===== config.mk =====
export PLATFORM = sky130hd
export DESIGN_NAME = cau_front
export DESIGN_NICKNAME = d
export VERILOG_FILES = /design/src/hdl/cau_pkg.sv /design/src/hdl/cau_queue.sv /design/src/hdl/cau_front.sv
export SDC_FILE = /design/constraint.sdc
export NUM_CORES = 1
export LEC_CHECK = 0
export ABC_AREA = 1
export BUFFER_PORTS_ARGS = -buffer_cell sky130_fd_sc_hd__buf_2
export CORE_MARGIN = 2
export CORE_UTILIZATION = 57
export DETAILED_ROUTE_END_ITERATION = 7
export HOLD_SLACK_MARGIN = 0.08
export MAX_ROUTING_LAYER = met4
export PLACE_DENSITY_LB_ADDON = 0.2
export SYNTH_ARGS = -nofsm -noshare
export SYNTH_HDL_FRONTEND = slang
export SYNTH_SLANG_ARGS = --single-unit

===== constraint.sdc =====
create_clock -name i_clk -period 8.7 [get_ports i_clk]
set_input_delay 1.305 -clock i_clk [delete_from_list [all_inputs] [get_ports i_clk]]
set_output_delay 1.305 -clock i_clk [all_outputs]
set_load 0.02 [all_outputs]

===== src/hdl/cau_pkg.sv =====
// shared types, operation codes and saturation helper of the complex arithmetic unit
`timescale 1ns / 1ps
package cau_pkg;

    // operation codes
    localparam logic [2:0] OP_ADD  = 3'd0;
    localparam logic [2:0] OP_MUL  = 3'd1;
    localparam logic [2:0] OP_DIV  = 3'd2;
    localparam logic [2:0] OP_SQ   = 3'd3;
    localparam logic [2:0] OP_BS   = 3'd4;
    localparam logic [2:0] OP_CUBE = 3'd5;

    // word limits
    localparam logic signed [67:0] SAT_MAX = 68'sd2147483647;
    localparam logic signed [67:0] SAT_MIN = -68'sd2147483648;
    localparam logic [31:0] WORD_MAX = 32'h7FFF_FFFF;
    localparam logic [31:0] WORD_MIN = 32'h8000_0000;

    // input request
    typedef struct packed {
        logic [2:0]         operation;
        logic signed [31:0] a_re;
        logic signed [31:0] a_im;
        logic signed [31:0] b_re;
        logic signed [31:0] b_im;
    } t_req;

    // result request
    typedef struct packed {
        logic signed [31:0] res_re;
        logic signed [31:0] res_im;
        logic [30:0]        modulus_sq;
        logic               overflow;
        logic               div_zero;
    } t_res;

    // decoded operation class, one-hot or all zero for unused codes
    typedef struct packed {
        logic add;
        logic mul;
        logic div;
        logic sq;
        logic bs;
        logic cube;
    } t_cls;

    // classified request from front to back
    typedef struct packed {
        t_cls               cls;
        logic               dz;
        logic signed [31:0] a_re;
        logic signed [31:0] a_im;
        logic signed [31:0] b_re;
        logic signed [31:0] b_im;
    } t_cmd;

    // finished non-divide result carried beside the divider
    typedef struct packed {
        logic               valid;
        logic signed [31:0] re;
        logic signed [31:0] im;
        logic [30:0]        m;
        logic               ov;
        logic               dz;
        logic               div;
    } t_side;

    // one divider stage: both quotients share the divisor
    typedef struct packed {
        t_side       side;
        logic [63:0] den;
        logic [63:0] mag_re;
        logic [63:0] mag_im;
        logic        neg_re;
        logic        neg_im;
        logic [63:0] rem_re;
        logic [63:0] rem_im;
        logic [33:0] q_re;
        logic [33:0] q_im;
        logic        st_re;
        logic        st_im;
    } t_dv;

    // saturate to the word range, msb flags saturation
    function automatic logic [32:0] f_sat(input logic signed [67:0] v);
        logic [32:0] res;
        if (v > SAT_MAX) begin
            res = {1'b1, WORD_MAX};
        end else if (v < SAT_MIN) begin
            res = {1'b1, WORD_MIN};
        end else begin
            res = {1'b0, v[31:0]};
        end
        return res;
    endfunction

endpackage


===== src/hdl/cau_queue.sv =====
// small register queue with push/full and pop/empty sides
`timescale 1ns / 1ps
module cau_queue #(
    parameter int WIDTH = 8,
    parameter int DEPTH = 4
) (
    input  logic             i_clk,
    input  logic             i_rst_n,
    input  logic             i_push,
    input  logic [WIDTH-1:0] i_data,
    output logic             o_full,
    input  logic             i_pop,
    output logic [WIDTH-1:0] o_data,
    output logic             o_empty
);
    localparam int PW = (DEPTH > 1) ? $clog2(DEPTH) : 1;
    localparam int CW = $clog2(DEPTH + 1);
    localparam logic [PW-1:0] LAST = PW'(DEPTH - 1);

    logic [WIDTH-1:0] r_mem [0:DEPTH-1];
    logic [PW-1:0]    r_wr, r_rd;
    logic [CW-1:0]    r_cnt;
    logic             w_push, w_pop;

    assign o_full  = (r_cnt == CW'(DEPTH));
    assign o_empty = (r_cnt == '0);
    assign w_push  = i_push && !o_full;
    assign w_pop   = i_pop && !o_empty;
    assign o_data  = r_mem[r_rd];

    // storage
    always_ff @(posedge i_clk) begin
        if (w_push) begin
            r_mem[r_wr] <= i_data;
        end
    end

    // pointers and fill count
    always_ff @(posedge i_clk) begin
        if (!i_rst_n) begin
            r_wr  <= '0;
            r_rd  <= '0;
            r_cnt <= '0;
        end else begin
            if (w_push) begin
                r_wr <= (r_wr == LAST) ? '0 : r_wr + 1'b1;
            end
            if (w_pop) begin
                r_rd <= (r_rd == LAST) ? '0 : r_rd + 1'b1;
            end
            if (w_push && !w_pop) begin
                r_cnt <= r_cnt + 1'b1;
            end else if (w_pop && !w_push) begin
                r_cnt <= r_cnt - 1'b1;
            end
        end
    end

endmodule


===== src/hdl/cau_front.sv =====
// front part: accepts requests, decodes the operation and queues them for the back part
`timescale 1ns / 1ps
module cau_front
    import cau_pkg::*;
(
    input  logic i_clk,
    input  logic i_rst_n,
    input  logic i_push,
    input  t_req i_req,
    output logic o_full,
    input  logic i_pop,
    output t_cmd o_cmd,
    output logic o_empty
);
    t_cls w_cls;
    t_cmd w_cmd;

    // operation decoder
    always_comb begin
        w_cls = '0;
        unique case (i_req.operation)
            OP_ADD:  w_cls.add  = 1'b1;
            OP_MUL:  w_cls.mul  = 1'b1;
            OP_DIV:  w_cls.div  = 1'b1;
            OP_SQ:   w_cls.sq   = 1'b1;
            OP_BS:   w_cls.bs   = 1'b1;
            OP_CUBE: w_cls.cube = 1'b1;
            default: w_cls      = '0;
        endcase
    end

    // zero divisor check and packing
    always_comb begin
        w_cmd.cls  = w_cls;
        w_cmd.dz   = w_cls.div && (i_req.b_re == '0) && (i_req.b_im == '0);
        w_cmd.a_re = i_req.a_re;
        w_cmd.a_im = i_req.a_im;
        w_cmd.b_re = i_req.b_re;
        w_cmd.b_im = i_req.b_im;
    end

    // decoupling queue toward the back part
    cau_queue #(
        .WIDTH ($bits(t_cmd)),
        .DEPTH (4)
    ) u_cmdq (
        .i_clk   (i_clk),
        .i_rst_n (i_rst_n),
        .i_push  (i_push),
        .i_data  (w_cmd),
        .o_full  (o_full),
        .i_pop   (i_pop),
        .o_data  (o_cmd),
        .o_empty (o_empty)
    );

endmodule


* After elaboration in Yosys (flattened, before gate mapping)
Memories as Yosys holds them, arrays and structs flattened. A register that Yosys moved wholly into a read port is not among the register bits. Cells that the tools add are included.
Operators by class: add/subtract/negate cells 4, equal/unequal tests 8, multiplexer cells 14, reduce and logical (&&, ||, !) cells 15
Operators with widths (number):
- logical NOT 32 bit | 2
- == test 3 bit (second input constant) | 3
- two-way mux 1 bit | 8
- two-way mux 2 bit | 4
- == test 3 x 2 -> 1 bit (second input constant) | 2
- logical AND 1 bit | 6
- logical NOT 3 bit | 2
- two-way mux 3 bit | 2
- adder 2 x 1 -> 2 bit (second input constant) | 2
- == test 2 bit (second input constant) | 2
- logical NOT 1 bit | 4
- adder 3 x 1 -> 3 bit (second input constant) | 1
- == test 3 x 1 -> 1 bit (second input constant) | 1
- subtractor 3 x 1 -> 3 bit (second input constant) | 1
- nonzero test 2 bit | 1
Word-level totals: register bits 7, RAM bits 540, input port bits 135, output and inout port bits 137, logic and storage cells 45, memories kept 1
Memory list:
- u_cmdq.r_mem | words 4, width 135, rd ports 1, clocked after Yosys merged registers in 1, wr ports 1, RTL line cau_queue.sv:20 | logic [WIDTH-1:0] r_mem [0:DEPTH-1];

* Depth between registers and ports, before layout
depth after elaboration 7, mapped depth 12, mapped depth without buffers 12

* Modules after synthesis
A second synthesis with hierarchy kept.
Unflattened totals: cells, all modules 1446, area total of the unflattened synthesis 20792.4 µm²
By module, submodules not included:
- cau_queue | instances 1, cells each 1377, area an instance 20515.9 µm², seq. area each 16395.7 µm²
- cau_front | instances 1, cells each 69, area an instance 276.5 µm², seq. area each 0.0 µm²

* Least setup slack after synthesis
Ideal clock, no wire load.
path type input port to flip-flop, from input i_push, to memory u_cmdq.r_mem[0][0] (netlist name), enable pin, setup time 0.632 ns, data arrival time 7.066 ns, required time 8.068 ns, path slack 1.002 ns, stages on the path 2, path buffers 0, cells stage by stage nand2_1 nor2_1
Between the ends: cells in the longest elaborated chain, start to end 3
Ends and longest elaborated chain:
- start, declared | RTL line cau_front.sv:8 | input logic i_push,
- logical AND 1 bit | RTL line cau_queue.sv:27 | assign w_push = i_push && !o_full;
- two-way mux 1 bit | RTL line cau_queue.sv:33 | if (w_push) begin
- two-way mux 1 bit (not written as such) | RTL line cau_queue.sv:34 | r_mem[r_wr] <= i_data;
- end, declared | RTL line cau_queue.sv:20
No other way between the ends.

==> metrics <==
fmax=a little over 0.2 GHz; top post-synthesis cells by count=540 x edfxtp_1, 324 x nor2_1, 205 x o21ai_0; #FFs+latches synth=between 500 and 600; Root Buffer=clkbuf_16; FF-to-FF Start=u_cmdq.r_cnt[0]$_SDFFE_PN0P_; I/O Buffers=271; vias in the first global route=12297; Die X=about 200 um; min Tclk post-route=slightly below 5000 ps; multi-input logic area=between 3000 and 4000 um2; Clock transition at path regs=60 ps; Async S/R FF share, synth=0%; leakage=0.00836 uW; Finished Cell Area=24000 um2; core area=35700 um2; CTS tree=built; Hold Path Class=flip-flop to flip-flop; top cells by area, synth=edfxtp_1 78%, nor2_1 5.9%, o21ai_0 4.9%; DRT Pass-1 Iters=5; max-slew violations=0; TNS Setup=0 ps; DR iter-0 viols=between 1000 and 1500; dpl hpwl=about 24 mm; Synth Warn #=0; status=finished clean; synthesized area=20700 um2; H-tree Lvls=2; DRC=0; Seq/Total Area, Yosys=79.0%; largest net degree at the start of global routing=roughly 150; first-pass GRT wire length=67.9 mm; Final Hold Fails=0; syn_area_per_cell=14.5 um2; layout cells sized above 1=21.1%; Hold Path Origin=u_cmdq.r_cnt[0]$_SDFFE_PN0P_; GPL Wtd Cong=0.769; endpoint type of the worst setup path=output port; unrepaired setup endpoints after global routing=no; Initial Utilization=58.1%; CP required=about 7400 ps; total CTS buffers=between 50 and 60; Max transition margin=between 20% and 30%; Worst Skew=13.3 ps; syn nets=1577; Final Cycle Share=56.5%; Post-synth EDFFs=540; post-route ant nets=0; Clock Latency Late Sink=a little under 600 ps; initial antenna violation count=11; crit path kind=flip-flop to output port; count leader, synth=edfxtp_1; clock sink count=549; cell taking the most area after synthesis=edfxtp_1; Final nets=between 1500 and 2000; post-CTS setup buffer count=0; crit start category=flip-flop; Placed Area=about 22000 um2; Final setup viols=0; total grt overflow=0; Peak VDD IR=214 uV; total of max-cap violations=0; vias per cell=5.70; Detailed Route WL=44.6 mm; placed cells=2091; die height=195 um; P&R area growth vs syn=15.7%; Max clock buf depth=3; Power Density=322 nW/um2; critical path arrival=3610 ps; FF+latch area=between 15000 and 20000 um2; drt wl/cell=20.2 um; CP max FO=153; DIE AREA=37900 um2; Mapped Cells=1435; Slew @ Worst Pin=1160 ps; share of the synthesized area in the top cell type=78.2%; Cell variety after synth=23; Vias=~13000; Rows=69; Tot GR Track Use=roughly a quarter; layout filler cell count=2516; IO Count=272; Post-CTS Hold Buffers=0; Primary FF master, synth=edfxtp_1; Final Util=around two thirds; Finished Layout Cells=about 2200; number of gates resized after cts=0
flip-flops by register name, summed over array words and instances (netlist names), named ones only:
register / count
u_cmdq.r_mem: 540
u_cmdq.r_rd: 2
u_cmdq.r_cnt: 3
u_cmdq.r_wr: 2
worst max-delay path, cell delays in order, from the launching register on:
cell and delay, ps:
dfxtp_4 500, inv_8 640, buf_4 1010, o21ai_0 240, o22ai_1 260, buf_2 220
cells by family after synthesis:
group	count (synthesis)	synth area share, %
compound gates	417	10.9
fa+ha+maj	7	0.458
buf+inv	108	3.16
flops	549	79.0
simple gates	354	6.49
metal layers:
| layer | part of all wire, % | global-route usage [%] |
|---|---|---|
| met5 | 0 | - |
| met4 | 2.9 | 8.65 |
| met3 | 7.6 | 5.92 |
| met2 | 47 | 36.9 |
| met1 | 43 | 31.2 |
area by class of cell:
| type | count | area share [%] |
|---|---|---|
| repair buffers | 283 | 6.13 |
| inverters | 20 | 0.354 |
| well taps | 461 | 2.40 |
| flip-flops and latches | 549 | 68.3 |
| clock buffers | 67 | 5.92 |
| diodes | 12 | 0.125 |
| multi-input cells | 778 | 15.5 |
| clock inverters | 32 | 1.25 |
through the flow:
stage | hold slack, ps | power [uW] | setup WS (ps)
after floorplan | 466 | 4870 | 1000
after global placement | 487 | 5480 | 4490
after detailed placement | 506 | 5530 | 4450
after CTS | 519 | 7770 | 3770
after global routing | 551 | 8080 | 3590
final | 509 | 7720 | 3790
cells in the final DEF, fill, tap and decap left out, types with 2 or more instances in the layout:
cell type	netlist	routed
edfxtp_1	540	540
nor2_1	324	320
buf_2	17	271
o21ai_0	205	205
o22ai_1	135	135
o21ai_1	72	72
clkbuf_16	0	55
nand2_1	20	20
inv_1	18	18
clkinv_1	0	14
diode_2	0	12
clkbuf_1	40	12
clkinv_2	0	10
buf_4	1	10
dfxtp_1	9	7
ha_1	6	6
bufinv_16	0	6
a21oi_1	5	5
nor2_4	0	4
nor3_1	4	4
nand3_1	3	3
nand4_1	2	2
dfxtp_4	0	2
buf_12	2	2
final timing paths:
kind	to	slack [ps]	depth (start not counted)
max	o_cmd[43]	3790	5
min	u_cmdq.r_cnt[0]$_SDFFE_PN0P_	510	1
max reg2reg	u_cmdq.r_mem[3][122]$_DFFE_PP_	5730	5
min reg2reg	u_cmdq.r_cnt[0]$_SDFFE_PN0P_	510	1
where the power goes:
| part | internal, uW | total, uW | switching, uW |
|---|---|---|---|
| logic | 594 | 2130 | 1540 |
| registers | 3220 | 3330 | 110 |
| clock network | 1330 | 2260 | 931 |
Power figures use the tool's default switching activity.
